$ cat src/rtl/swec_pkg.sv
// ----------------------------------------------------------------------------
// swec_pkg
// Shared types and constants of the sliding window event counter.
// ----------------------------------------------------------------------------
package swec_pkg;

   localparam int CNT_W     = 48;   // bucket and total width
   localparam int EVT_W     = 32;   // event count width
   localparam int TIME_W    = 63;   // timestamp width
   localparam int TICKS_W   = 32;   // window length width
   localparam int WCNT_W    = 5;    // window count register width
   localparam int ALU_W     = 64;   // shared adder width
   localparam int CMD_W     = 2;
   localparam int STEP_W    = 6;    // divider step counter
   localparam int CSR_ADDR_W = 1;
   localparam int CSR_DATA_W = 32;

   localparam logic [CMD_W-1:0] CMD_RECORD  = 2'd0;
   localparam logic [CMD_W-1:0] CMD_REFRESH = 2'd1;
   localparam logic [CMD_W-1:0] CMD_RESET   = 2'd2;

   localparam logic [CSR_ADDR_W-1:0] CSR_WINDOW_COUNT = 1'b0;
   localparam logic [CSR_ADDR_W-1:0] CSR_WINDOW_TICKS = 1'b1;

   localparam logic [WCNT_W-1:0]  WINDOW_COUNT_RST = 5'd16;
   localparam logic [TICKS_W-1:0] WINDOW_TICKS_RST = 32'd10000000;

   localparam logic [STEP_W-1:0] DIV_LAST_STEP = 6'(TIME_W - 1);
   localparam logic [CNT_W-1:0]  CNT_MAX = {CNT_W{1'b1}};

   typedef enum logic [3:0] {
      ST_IDLE,
      ST_CLAMP,
      ST_DIV,
      ST_START,
      ST_GAP,
      ST_DROP_RD,
      ST_DROP,
      ST_APPEND,
      ST_TRIM,
      ST_REC_RD,
      ST_REC_BKT,
      ST_REC_TOT,
      ST_DONE
   } state_type;

   typedef enum logic {
      ALU_ADD,
      ALU_SUB
   } alu_op_type;

   typedef struct packed {
      alu_op_type         op;
      logic [ALU_W-1:0]   a;
      logic [ALU_W-1:0]   b;
   } alu_req_type;

   typedef struct packed {
      logic [ALU_W-1:0]   result;
      logic               flag;   // carry on add, borrow on subtract
   } alu_rsp_type;

   typedef struct packed {
      logic [WCNT_W-1:0]  window_count;
      logic [TICKS_W-1:0] window_ticks;
   } cfg_type;

   typedef struct packed {
      logic               done;
      logic [CNT_W-1:0]   total;
   } status_type;

endpackage

$ cat src/rtl/swec_alu.sv
// ----------------------------------------------------------------------------
// swec_alu
// Shared 64-bit adder/subtractor used for the timestamp, division and count arithmetic of an item.
// ----------------------------------------------------------------------------
module swec_alu (
   input  swec_pkg::alu_req_type alu_req,
   output swec_pkg::alu_rsp_type alu_rsp
);

   logic [swec_pkg::ALU_W:0] sum;

   always_comb begin
      if (alu_req.op == swec_pkg::ALU_SUB) begin
         sum = {1'b0, alu_req.a} + {1'b0, ~alu_req.b} + {{swec_pkg::ALU_W{1'b0}}, 1'b1};
      end else begin
         sum = {1'b0, alu_req.a} + {1'b0, alu_req.b};
      end
      alu_rsp.result = sum[swec_pkg::ALU_W-1:0];
      // carry out of a subtract is the inverse of borrow
      alu_rsp.flag = (alu_req.op == swec_pkg::ALU_SUB) ? ~sum[swec_pkg::ALU_W]
                                                       : sum[swec_pkg::ALU_W];
   end

endmodule

$ cat src/rtl/swec_seq.sv
// ----------------------------------------------------------------------------
// swec_seq
// Sequencer, window state and bucket ring memory; drives the shared adder.
// ----------------------------------------------------------------------------
module swec_seq #(
   parameter int MAX_WINDOWS = 16
) (
   input  logic                                clock,
   input  logic                                reset,
   input  swec_pkg::cfg_type                   cfg,
   input  logic                                req_valid,
   input  logic [swec_pkg::CMD_W-1:0]          req_cmd,
   input  logic [swec_pkg::EVT_W-1:0]          req_event_count,
   input  logic [swec_pkg::TIME_W-1:0]         req_now,
   output logic                                req_ready,
   input  logic                                load_ok,
   output swec_pkg::status_type                status,
   output swec_pkg::alu_req_type               alu_req,
   input  swec_pkg::alu_rsp_type               alu_rsp
);

   localparam int SW = (MAX_WINDOWS > 1) ? $clog2(MAX_WINDOWS) : 1;
   localparam int CW = $clog2(MAX_WINDOWS + 1);

   localparam int CNT_W  = swec_pkg::CNT_W;
   localparam int TIME_W = swec_pkg::TIME_W;
   localparam int ALU_W  = swec_pkg::ALU_W;

   function automatic logic [SW-1:0] slot_add(input logic [SW-1:0] s, input logic [CW-1:0] n);
      logic [CW:0] sum;
      sum = (CW+1)'(s) + (CW+1)'(n);
      if (sum >= (CW+1)'(MAX_WINDOWS)) begin
         sum = sum - (CW+1)'(MAX_WINDOWS);
      end
      return SW'(sum);
   endfunction

   swec_pkg::state_type state_ff, state_in;

   logic [swec_pkg::CMD_W-1:0]   cmd_ff, cmd_in;
   logic [swec_pkg::EVT_W-1:0]   cnt_ff, cnt_in;
   logic [TIME_W-1:0]            latest_ff, latest_in;
   logic [TIME_W-1:0]            div_ff, div_in;     // timestamp, quotient, then start
   logic [swec_pkg::TICKS_W-1:0] rem_ff, rem_in;
   logic [swec_pkg::STEP_W-1:0]  step_ff, step_in;
   logic [TIME_W-1:0]            first_ff, first_in;
   logic [CNT_W-1:0]             total_ff, total_in;
   logic [SW-1:0]                oldest_ff, oldest_in;
   logic [CW-1:0]                in_use_ff, in_use_in;
   logic [CW-1:0]                drop_ff, drop_in;
   logic [CW-1:0]                target_ff, target_in;
   logic                         trim_ff, trim_in;
   logic [CNT_W-1:0]             rd_data_ff;

   logic [CNT_W-1:0]             mem [MAX_WINDOWS];
   logic                         mem_we;
   logic [SW-1:0]                mem_waddr;
   logic [CNT_W-1:0]             mem_wdata;
   logic [SW-1:0]                rd_addr;

   logic [CW-1:0]                wc_eff;
   logic [swec_pkg::TICKS_W-1:0] ticks_eff;
   logic [SW-1:0]                newest_slot;
   logic [SW-1:0]                oldest_inc;
   logic [swec_pkg::TICKS_W:0]   rem_shift;
   logic [ALU_W-1:0]             res;

   always_comb begin
      if (cfg.window_count == '0) begin
         wc_eff = CW'(1);
      end else if (32'(cfg.window_count) > 32'(MAX_WINDOWS)) begin
         wc_eff = CW'(MAX_WINDOWS);
      end else begin
         wc_eff = CW'(cfg.window_count);
      end
      ticks_eff = (cfg.window_ticks == '0) ? swec_pkg::TICKS_W'(1) : cfg.window_ticks;
   end

   assign newest_slot = slot_add(oldest_ff, in_use_ff - CW'(1));
   assign oldest_inc  = slot_add(oldest_ff, CW'(1));
   assign rem_shift   = {rem_ff, div_ff[TIME_W-1]};
   assign res         = alu_rsp.result;

   always_ff @(posedge clock) begin
      if (reset) begin
         state_ff  <= swec_pkg::ST_IDLE;
         latest_ff <= '0;
         first_ff  <= '0;
         total_ff  <= '0;
         oldest_ff <= '0;
         in_use_ff <= '0;
      end else begin
         state_ff  <= state_in;
         latest_ff <= latest_in;
         first_ff  <= first_in;
         total_ff  <= total_in;
         oldest_ff <= oldest_in;
         in_use_ff <= in_use_in;
      end
   end

   always_ff @(posedge clock) begin
      cmd_ff    <= cmd_in;
      cnt_ff    <= cnt_in;
      div_ff    <= div_in;
      rem_ff    <= rem_in;
      step_ff   <= step_in;
      drop_ff   <= drop_in;
      target_ff <= target_in;
      trim_ff   <= trim_in;
   end

   // bucket ring; slots are zeroed when appended, so no clearing is needed
   always_ff @(posedge clock) begin
      if (mem_we) begin
         mem[mem_waddr] <= mem_wdata;
      end
      rd_data_ff <= mem[rd_addr];
   end

   always_comb begin
      state_in  = state_ff;
      cmd_in    = cmd_ff;
      cnt_in    = cnt_ff;
      latest_in = latest_ff;
      div_in    = div_ff;
      rem_in    = rem_ff;
      step_in   = step_ff;
      first_in  = first_ff;
      total_in  = total_ff;
      oldest_in = oldest_ff;
      in_use_in = in_use_ff;
      drop_in   = drop_ff;
      target_in = target_ff;
      trim_in   = trim_ff;

      mem_we    = 1'b0;
      mem_waddr = newest_slot;
      mem_wdata = '0;
      rd_addr   = newest_slot;

      alu_req.op = swec_pkg::ALU_ADD;
      alu_req.a  = '0;
      alu_req.b  = '0;

      req_ready     = 1'b0;
      status.done   = 1'b0;
      status.total  = total_ff;

      case (state_ff)
         swec_pkg::ST_IDLE: begin
            req_ready = 1'b1;
            if (req_valid) begin
               cmd_in = req_cmd;
               cnt_in = req_event_count;
               div_in = req_now;
               if (req_cmd == swec_pkg::CMD_RESET) begin
                  latest_in = '0;
                  first_in  = '0;
                  total_in  = '0;
                  oldest_in = '0;
                  in_use_in = '0;
                  state_in  = swec_pkg::ST_DONE;
               end else begin
                  state_in = swec_pkg::ST_CLAMP;
               end
            end
         end

         // time never goes backwards
         swec_pkg::ST_CLAMP: begin
            alu_req.op = swec_pkg::ALU_SUB;
            alu_req.a  = ALU_W'(div_ff);
            alu_req.b  = ALU_W'(latest_ff);
            if (alu_rsp.flag) begin
               div_in = latest_ff;
            end else begin
               latest_in = div_ff;
            end
            rem_in   = '0;
            step_in  = '0;
            state_in = swec_pkg::ST_DIV;
         end

         // restoring division, one quotient bit per cycle
         swec_pkg::ST_DIV: begin
            alu_req.op = swec_pkg::ALU_SUB;
            alu_req.a  = ALU_W'(rem_shift);
            alu_req.b  = ALU_W'(ticks_eff);
            if (alu_rsp.flag) begin
               rem_in = rem_shift[swec_pkg::TICKS_W-1:0];
               div_in = {div_ff[TIME_W-2:0], 1'b0};
            end else begin
               rem_in = res[swec_pkg::TICKS_W-1:0];
               div_in = {div_ff[TIME_W-2:0], 1'b1};
            end
            step_in = step_ff + swec_pkg::STEP_W'(1);
            if (step_ff == swec_pkg::DIV_LAST_STEP) begin
               state_in = swec_pkg::ST_START;
            end
         end

         // first tracked window and the bucket count it implies
         swec_pkg::ST_START: begin
            alu_req.op = swec_pkg::ALU_SUB;
            alu_req.a  = ALU_W'(div_ff);
            alu_req.b  = ALU_W'(wc_eff - CW'(1));
            if (alu_rsp.flag) begin
               div_in    = '0;
               target_in = div_ff[CW-1:0] + CW'(1);
            end else begin
               div_in    = res[TIME_W-1:0];
               target_in = wc_eff;
            end
            state_in = swec_pkg::ST_GAP;
         end

         swec_pkg::ST_GAP: begin
            alu_req.op = swec_pkg::ALU_SUB;
            alu_req.a  = ALU_W'(div_ff);
            alu_req.b  = ALU_W'(first_ff);
            if (alu_rsp.flag || res == '0) begin
               drop_in = '0;
            end else if (res[ALU_W-1:CW] != '0 || res[CW-1:0] >= in_use_ff) begin
               drop_in = in_use_ff;
            end else begin
               drop_in = res[CW-1:0];
            end
            first_in = div_ff;
            trim_in  = 1'b0;
            if (drop_in != '0) begin
               state_in = swec_pkg::ST_DROP_RD;
            end else begin
               state_in = swec_pkg::ST_APPEND;
            end
         end

         swec_pkg::ST_DROP_RD: begin
            rd_addr  = oldest_ff;
            state_in = swec_pkg::ST_DROP;
         end

         // retire one bucket per cycle, read of the next one overlapped
         swec_pkg::ST_DROP: begin
            rd_addr    = oldest_inc;
            alu_req.op = swec_pkg::ALU_SUB;
            alu_req.a  = ALU_W'(total_ff);
            alu_req.b  = ALU_W'(rd_data_ff);
            total_in   = alu_rsp.flag ? '0 : res[CNT_W-1:0];
            oldest_in  = oldest_inc;
            in_use_in  = in_use_ff - CW'(1);
            drop_in    = drop_ff - CW'(1);
            if (drop_ff == CW'(1)) begin
               state_in = trim_ff ? swec_pkg::ST_TRIM : swec_pkg::ST_APPEND;
            end
         end

         swec_pkg::ST_APPEND: begin
            if (in_use_ff < target_ff) begin
               mem_we    = 1'b1;
               mem_waddr = slot_add(oldest_ff, in_use_ff);
               mem_wdata = '0;
               in_use_in = in_use_ff + CW'(1);
            end else begin
               state_in = swec_pkg::ST_TRIM;
            end
         end

         // drops buckets only after the window count was lowered, else goes on to record or done
         swec_pkg::ST_TRIM: begin
            if (in_use_ff > wc_eff) begin
               drop_in  = in_use_ff - wc_eff;
               trim_in  = 1'b1;
               state_in = swec_pkg::ST_DROP_RD;
            end else if (cmd_ff == swec_pkg::CMD_RECORD && in_use_ff != '0) begin
               state_in = swec_pkg::ST_REC_RD;
            end else begin
               state_in = swec_pkg::ST_DONE;
            end
         end

         swec_pkg::ST_REC_RD: begin
            state_in = swec_pkg::ST_REC_BKT;
         end

         swec_pkg::ST_REC_BKT: begin
            alu_req.op = swec_pkg::ALU_ADD;
            alu_req.a  = ALU_W'(rd_data_ff);
            alu_req.b  = ALU_W'(cnt_ff);
            mem_we     = 1'b1;
            mem_waddr  = newest_slot;
            mem_wdata  = res[CNT_W] ? swec_pkg::CNT_MAX : res[CNT_W-1:0];
            state_in   = swec_pkg::ST_REC_TOT;
         end

         swec_pkg::ST_REC_TOT: begin
            alu_req.op = swec_pkg::ALU_ADD;
            alu_req.a  = ALU_W'(total_ff);
            alu_req.b  = ALU_W'(cnt_ff);
            total_in   = res[CNT_W] ? swec_pkg::CNT_MAX : res[CNT_W-1:0];
            state_in   = swec_pkg::ST_DONE;
         end

         swec_pkg::ST_DONE: begin
            status.done = 1'b1;
            if (load_ok) begin
               state_in = swec_pkg::ST_IDLE;
            end
         end

         default: begin
            state_in = swec_pkg::ST_IDLE;
         end
      endcase
   end

endmodule

$ cat src/rtl/sliding_window_event_counter.sv
// ----------------------------------------------------------------------------
// sliding_window_event_counter
// Bucketed sliding window event counter with a stream in and a stream out.
// ----------------------------------------------------------------------------
// Usage:
// - req_ channel: one item per command. tuser carries the command (record,
//   refresh, reset state), tdata the event count and the timestamp.
// - rsp_ channel: one item per request, the windowed total of events.
// - csr_ port: window_count (index 0) and window_ticks (index 1), written
//   while no item is in flight.
// - Work per item: a reset-state item goes straight to the result; a refresh
//   or record item clamps its timestamp, divides it by window_ticks with a
//   restoring division on the shared adder, retires expired buckets and
//   appends new ones; a record item then adds its event count to the
//   newest bucket and to the total. The division of the timestamp is the
//   longest part of that work.
// - One item is worked on at a time; req_tready is high only while idle.
// - The result sits in an output register, so a new item is taken while the
//   previous result waits; a stalled receiver holds the block only when the
//   next result is ready to be loaded.
// - Reset clears all window state, restores the register defaults
//   (16 windows of 10000000 ticks) and drops any pending result.
// ----------------------------------------------------------------------------
module sliding_window_event_counter #(
   parameter int MAX_WINDOWS = 16
) (
   input  logic                                 clock,
   input  logic                                 reset,
   input  logic                                 req_tvalid,
   output logic                                 req_tready,
   input  logic [95:0]                          req_tdata,  // event_count, now, zero pad
   input  logic [swec_pkg::CMD_W-1:0]           req_tuser,  // cmd
   output logic                                 rsp_tvalid,
   input  logic                                 rsp_tready,
   output logic [swec_pkg::CNT_W-1:0]           rsp_tdata,  // total_count
   input  logic                                 csr_we,
   input  logic [swec_pkg::CSR_ADDR_W-1:0]      csr_addr,
   input  logic [swec_pkg::CSR_DATA_W-1:0]      csr_wdata
);

   swec_pkg::cfg_type     cfg_ff;
   swec_pkg::status_type  status;
   swec_pkg::alu_req_type alu_req;
   swec_pkg::alu_rsp_type alu_rsp;

   logic                        rsp_valid_ff;
   logic [swec_pkg::CNT_W-1:0]  rsp_data_ff;
   logic                        load_ok;

   always_ff @(posedge clock) begin
      if (reset) begin
         cfg_ff.window_count <= swec_pkg::WINDOW_COUNT_RST;
         cfg_ff.window_ticks <= swec_pkg::WINDOW_TICKS_RST;
      end else if (csr_we) begin
         case (csr_addr)
            swec_pkg::CSR_WINDOW_COUNT: begin
               cfg_ff.window_count <= csr_wdata[swec_pkg::WCNT_W-1:0];
            end
            swec_pkg::CSR_WINDOW_TICKS: begin
               cfg_ff.window_ticks <= csr_wdata[swec_pkg::TICKS_W-1:0];
            end
            default: begin
               cfg_ff <= cfg_ff;
            end
         endcase
      end
   end

   assign load_ok = !rsp_valid_ff || rsp_tready;

   swec_seq #(
      .MAX_WINDOWS (MAX_WINDOWS)
   ) u_seq (
      .clock           (clock),
      .reset           (reset),
      .cfg             (cfg_ff),
      .req_valid       (req_tvalid),
      .req_cmd         (req_tuser),
      .req_event_count (req_tdata[31:0]),
      .req_now         (req_tdata[94:32]),
      .req_ready       (req_tready),
      .load_ok         (load_ok),
      .status          (status),
      .alu_req         (alu_req),
      .alu_rsp         (alu_rsp)
   );

   swec_alu u_alu (
      .alu_req (alu_req),
      .alu_rsp (alu_rsp)
   );

   always_ff @(posedge clock) begin
      if (reset) begin
         rsp_valid_ff <= 1'b0;
      end else if (status.done && load_ok) begin
         rsp_valid_ff <= 1'b1;
      end else if (rsp_tready) begin
         rsp_valid_ff <= 1'b0;
      end
   end

   always_ff @(posedge clock) begin
      if (status.done && load_ok) begin
         rsp_data_ff <= status.total;
      end
   end

   assign rsp_tvalid = rsp_valid_ff;
   assign rsp_tdata  = rsp_data_ff;

endmodule

$ cat config.mk
export PLATFORM = sky130hd
export DESIGN_NAME = sliding_window_event_counter
export DESIGN_NICKNAME = d
export VERILOG_FILES = /design/src/rtl/swec_pkg.sv /design/src/rtl/swec_alu.sv /design/src/rtl/swec_seq.sv /design/src/rtl/sliding_window_event_counter.sv
export SDC_FILE = /design/constraint.sdc
export NUM_CORES = 2
export LEC_CHECK = 0
export BUFFER_PORTS_ARGS = -buffer_cell sky130_fd_sc_hd__buf_4
export CAP_MARGIN = 10
export CORE_UTILIZATION = 60
export CTS_CLUSTER_DIAMETER = 30
export DETAILED_ROUTE_END_ITERATION = 10
export PLACE_DENSITY = 0.74
export SLEW_MARGIN = 20
export SYNTH_ARGS = -nofsm -noshare
export SYNTH_HDL_FRONTEND = slang
export SYNTH_HIERARCHICAL = 1
export SYNTH_SLANG_ARGS = --single-unit
$ cat constraint.sdc
create_clock -name clock -period 14 [get_ports clock]
set_input_delay 2.8 -clock clock [delete_from_list [all_inputs] [get_ports clock]]
set_output_delay 2.8 -clock clock [all_outputs]
set_load 0.05 [all_outputs]
* Word-level counts from Yosys, hierarchy flattened *
Memory sizes are Yosys's and may differ from the RTL's. A register that Yosys moved wholly into a read port is not among the register bits.
Index checks and enable logic that the tools add are counted.

storage, ports and cells
  output and inout port bits = 50
  bits in read-only memories = 0
  register bits = 419
  logic and storage cells = 168
  latch bits = 0
  bits of input ports = 136
  memories = 1
  bits in writable memories = 768

operators by class
  mux-type cells = 64
  magnitude comparators = 7
  divide/modulo/power cells = 0
  $mul = 0
  bitwise gates (word level) = 3
  equal/unequal tests = 23
  shift operators = 0
  add/subtract/negate cells = 16
  reductions and logical operators = 36

memories
  name       depth  width  read ports  clocked after Yosys merged registers in  wr ports  RTL line        source
  u_seq.mem  16     48     1           1                                        1         swec_seq.sv:55  logic [CNT_W-1:0] mem [MAX_WINDOWS];

operators by type and width
  kind                                                                                 number
  129-bit case mux with 7 select lines                                                 1
  63-bit two-way mux                                                                   5
  63-bit case mux with 2 select lines                                                  2
  63-bit case mux with 4 select lines                                                  1
  48-bit two-way mux                                                                   5
  48-bit case mux with 3 select lines                                                  1
  64-bit by 64-bit adder with 65-bit output                                            2
  65-bit by 1-bit adder with 65-bit output, second input constant                      1
  65-bit two-way mux                                                                   1
  64-bit logical NOT                                                                   1
  32-bit two-way mux                                                                   2
  64-bit inverter                                                                      1
  32-bit case mux with 2 select lines                                                  1
  4-bit two-way mux                                                                    15
  59-bit nonzero test                                                                  1
  4-bit case mux with 13 select lines                                                  1
  5-bit two-way mux                                                                    10
  32-bit logical NOT                                                                   1
  5-bit case mux with 3 select lines                                                   2
  4-bit equality test, second input constant                                           5
  4-bit by 3-bit equality test with 1-bit output, second input constant                4
  4-bit case mux with 2 select lines                                                   2
  4-bit by 5-bit adder with 6-bit output                                               2
  6-bit by 5-bit greater-or-equal comparator with 1-bit output, second input constant  2
  other kinds (39)                                                                     80

* Depth between registers and ports, before layout *
  word-level depth = 17
  depth in mapped cells = 30
  gate-level depth less buffers = 27

* Cells and area by module *
The synthesis kept the hierarchy.

modules (own cells, without submodules)
  module                        times used  area each (um^2)  seq. area each (um^2)  cells each
  swec_seq                      1           48,200.0          32,150.8               3,450
  swec_alu                      1           8,405.6           0.0                    1,311
  sliding_window_event_counter  1           3,022.9           2,202.1                208

* Worst setup path after synthesis *
OpenSTA, ideal clock, no wires.

  path kind = input to register
  start point = input port req_tvalid
  end point = register u_seq.div_ff[0], enable pin
  arrival time = 7.126 ns
  slack = 6.312 ns
  path buffers = 0
  data required time = 13.439 ns
  stages on the path = 2
  library setup time = 0.561 ns
  path through = nor3_1 > nor3_1

on the way
  longest elaborated chain between the ends = 2

RTL lines
  item                           RTL line                            source
  start: declaration             sliding_window_event_counter.sv:29  input logic req_tvalid,
  2-bit != test (no line)        n/a
  2-bit AND reduction (no line)  n/a
  end signal: assignment         swec_seq.sv:105                     div_ff <= div_in;
  end: declaration               swec_seq.sv:43                      logic [TIME_W-1:0] div_ff, div_in;

Every way passes these cells.
A chain may end at the register's enable or synchronous reset.

==> impl_metrics.csv <==
group,metric,value,unit
grt,grt_pass1_wl,268000,um
yosys,synth.distinct_cells,105,
placed_design,dpl_worst_slack,4.43,ns
setup_path,crit_arrival,10.61,ns
routing,detail_route.wirelength,183000,um
yosys,ys.flop_type,"sky130_fd_sc_hd__edfxtp_1",
setup_path,critical_path.max_fanout,66,
cts,cts_inserted_buffers,224,
yosys,synth.largest_area_cell,"sky130_fd_sc_hd__edfxtp_1",
yosys,ys.warnings.count,6,
placed_design,port_buffers,184,
floorplan,floorplan.die.height,317,um
cts,cts-root-buf,"sky130_fd_sc_hd__clkbuf_16",
placed_design,number_of_instances_in_the_placed_design,6179,
flow_run,drv.max_cap_violation_count,0,
pwr,power_density,281,nW/um2
routing,drtIter0Drc,5700,
sta,finalHoldViolCount,0,
sta,timing.final.setup_violations,0,
grt,first_global_vias,42500,
cts,max-clock-path-buffers,3,
floorplan,start_util,60.6,%
cells_and_area,fillerInstances,6557,
routing,antenna_violating_nets_post_route,0,
yosys,syn_inst,4969,
setup_path,rr_worst_depth,27,
floorplan,pin_count,186,
min_path,worst_hold_path.num_cells,0,
sta,max-slew-margin-rel,23.0,%
cts,worst_skew_pair.late_latency,0.83,ns
sta,grt_setup_unrepaired,"false",
sta,setup_clock_skew_after_layout,0.0643,ns
setup_path,reg2reg_slack,3.95,ns
cells_and_area,finish.net_count,5417,
cells_and_area,area_growth_syn_to_layout,17.5,%
placed_design,place_congestion,1.01,
setup_path,criticalPathCategory,"flip-flop to flip-flop",
sta,finalSetupTns,0,ns
cts,cts.clk_slew.worst_paths,0.06,ns
pwr,leakagePower,25.1,nW
yosys,share_of_async_settable_or_async_resettable_flops_after_synthesis,0,%
routing,wl_per_cell,27.7,um
yosys,synth_most_common_cell,"sky130_fd_sc_hd__edfxtp_1",
floorplan,horizontal_die_dimension,317,um
setup_path,critPathCaptureType,"flip-flop",
routing,vias,44500,
yosys,ys_top_cells_by_area,"sky130_fd_sc_hd__edfxtp_1 48%, sky130_fd_sc_hd__dfxtp_1 9.2%, sky130_fd_sc_hd__mux2i_1 3.6%",
yosys,syn_area_per_cell,12.0,um2
cts,number_of_buffers_inserted_by_post_cts_setup_repair,0,
cts,tritoncts,"yes",
yosys,synth.ff_latch_count,1235,
grt,track_usage,35.8,%
routing,detail_route.vias_per_cell,6.74,
cells_and_area,fin_cells,6605,
cts,cts_sinks,1235,
routing,remaining_drc_errors,0,
floorplan,design.core.area,98400,um2
cts,cts_resized,0,
sta,fmax,99.5,MHz
sta,final_min_period_over_clock_period,71.8,%
yosys,synth_largest_type_area_fraction,48.4,%
sta,report.final.slew_viol_count,0,
yosys,synth.top_cells.by_count,"962 x sky130_fd_sc_hd__edfxtp_1, 513 x sky130_fd_sc_hd__nor2_1, 310 x sky130_fd_sc_hd__a21oi_1",
min_path,min_path_type,"flip-flop to flip-flop",
grt,grt_max_degree,126,
setup_path,setup.worst_path.start_class,"flip-flop",
yosys,synth.yosys.seq_area_share,57.6,%
floorplan,die_area,101000,um2
pwr,worst_supply_voltage_drop_on_vdd,0.257,mV
sta,worst_slew_pin_slew,1.15,ns
yosys,synth_enable_flop_cells,962,
cells_and_area,drive_gt1_share,17.6,%
sta,slack_of_the_critical_path,3.95,ns
yosys,syn-cell-area,59600,um2
grt,grt_remaining_overflow,0,
routing,detail_route.first_pass.iterations,10,
placed_design,post_detail_place_hpwl,109000,um
cts,cts_hold_buffers,0,
setup_path,worst-endpoint-required,14.55,ns
cts,cts-htree-levels,4,
sta,finalCriticalPeriod,10.05,ns
grt,antenna_found_initial,5,
floorplan,row_count,115,
run_status,status,"completed",
worst paths after layout:
| path | from | endpoint |
|---|---|---|
| setup reg to reg | u_seq/state_ff[1] | u_seq/drop_ff[0] |
| setup / recovery | u_seq/state_ff[1] | u_seq/drop_ff[0] |
| hold / removal | u_seq/total_ff[28] | rsp_tdata[28] |
| hold reg to reg | u_seq/total_ff[28] | rsp_tdata[28] |
area by class of cell:
type,instances,area (um2),area share [%]
Inverter,185,694,0.992
Antenna cell,2,5.00,0.00715
Sequential cell,1235,34400,49.1
Clock inverter,159,1890,2.69
Multi-Input combinational cell,3202,23400,33.4
Tap cell,1287,1610,2.30
Timing Repair Buffer,270,2070,2.95
Clock buffer,265,6010,8.59
cells by family (layout without fill, tap and decap cells):
kind of cell	Yosys count	in the layout	synth area share (%)
adder cells (fa/ha/maj)	163	163	3.48
AO/OA/AOI/OAI	1330	1330	15.7
AND/OR/NAND/NOR	1213	1213	9.18
buffers and inverters	533	879	3.74
other	1	4	0.00629
flip-flops	1235	1235	57.6
XOR/XNOR	85	85	1.25
multiplexers	409	409	9.05
state kept, by name, indices dropped and copies added (netlist names), 6 cells and up:
| register | flops |
|---|---|
| u_seq/rem_ff | 32 |
| cfg_ff | 37 |
| u_seq/total_ff | 48 |
| u_seq/rd_data_ff | 48 |
| u_seq/first_ff | 63 |
| u_seq/cnt_ff | 32 |
| u_seq/step_ff | 6 |
| u_seq/mem | 768 |
| rsp_tdata | 48 |
| u_seq/latest_ff | 63 |
| u_seq/div_ff | 63 |
critical path: stages, from the launching register on:
cell	delay (ns)
sky130_fd_sc_hd__dfxtp_1	0.31
sky130_fd_sc_hd__buf_4	0.29
sky130_fd_sc_hd__nor2b_1	0.32
sky130_fd_sc_hd__and2_1	0.17
sky130_fd_sc_hd__buf_4	0.50
sky130_fd_sc_hd__nor2b_4	0.25
sky130_fd_sc_hd__buf_4	0.49
sky130_fd_sc_hd__buf_4	0.92
sky130_fd_sc_hd__a222oi_1	0.20
sky130_fd_sc_hd__nand2_1	0.23
sky130_fd_sc_hd__ha_1	0.50
sky130_fd_sc_hd__or2_2	0.38
sky130_fd_sc_hd__o221ai_1	0.40
sky130_fd_sc_hd__o211a_1	0.24
sky130_fd_sc_hd__o41ai_2	0.10
sky130_fd_sc_hd__a31oi_1	0.43
sky130_fd_sc_hd__a41oi_1	0.24
sky130_fd_sc_hd__nand2b_4	0.22
sky130_fd_sc_hd__nor3_1	0.23
sky130_fd_sc_hd__a211oi_2	0.09
sky130_fd_sc_hd__xnor2_1	0.15
sky130_fd_sc_hd__nor4_1	0.64
sky130_fd_sc_hd__nand4_1	0.32
sky130_fd_sc_hd__nor4_2	0.90
sky130_fd_sc_hd__o21ai_0	0.22
sky130_fd_sc_hd__nor2_1	0.62
sky130_fd_sc_hd__mux2i_1	0.27
sky130_fd_sc_hd__o21ai_0	0.09
metal layers:
| metal | vias up | global-route usage, % | share of wire, % |
|---|---|---|---|
| met5 | - | 0 | 0.0066 |
| met4 | 2 | 14.8 | 3.8 |
| met3 | 417 | 8.48 | 11 |
| met2 | 2839 | 54.5 | 45 |
| met1 | 21900 | 49.7 | 40 |
| li1 | 19400 | - | - |
power by group:
group          leakage [nW]  switching (W)  internal (W)  total, W
combinational          10.4        0.00618       0.00291   0.00909
clock                  3.77        0.00192       0.00361   0.00553
sequential             10.9       0.000475       0.00461   0.00508
total                  25.1        0.00858        0.0111    0.0197
through the flow:
| stage | util [%] | hold slack, ns | instance area, um2 | power, W |
|---|---|---|---|---|
| 4_1_cts | 71.2 | 0.459 | 70000 | 0.0194 |
| 6_report | 71.2 | 0.463 | 70000 | 0.0197 |
| 3_3_place_gp | 63.1 | 0.440 | 62100 | 0.0138 |
| 5_1_grt | 71.2 | 0.485 | 70000 | 0.0204 |
| 2_1_floorplan | - | 0.430 | 59600 | 0.0107 |
| 3_5_place_dp | 63.1 | 0.442 | 62100 | 0.0138 |
cell usage in the layout (no fill, tap or decap), drive strengths merged, types with 19 or more instances in the layout:
master	Yosys	final
a211oi	23	23
a21bo	21	21
a21o	37	37
a21oi	311	311
a221o	65	65
a222oi	50	50
a22o	19	19
a22oi	255	255
a31oi	21	21
and2	25	25
buf	139	270
bufinv	0	29
clkbuf	209	265
clkinv	1	87
clkinvlp	0	30
dfxtp	273	273
edfxtp	962	962
ha	158	158
inv	184	198
mux2	99	99
mux2i	216	216
mux4	94	94
nand2	300	300
nand2b	38	38
nand3	83	83
nand4	44	44
nor2	513	513
nor2b	29	29
nor3	58	58
nor4	59	59
o21a	66	66
o21ai	176	176
o21bai	28	28
o221ai	55	55
o22ai	56	56
o31ai	36	36
or3	20	20
xnor2	67	67
No activity file was read; power rests on OpenSTA's default activity.
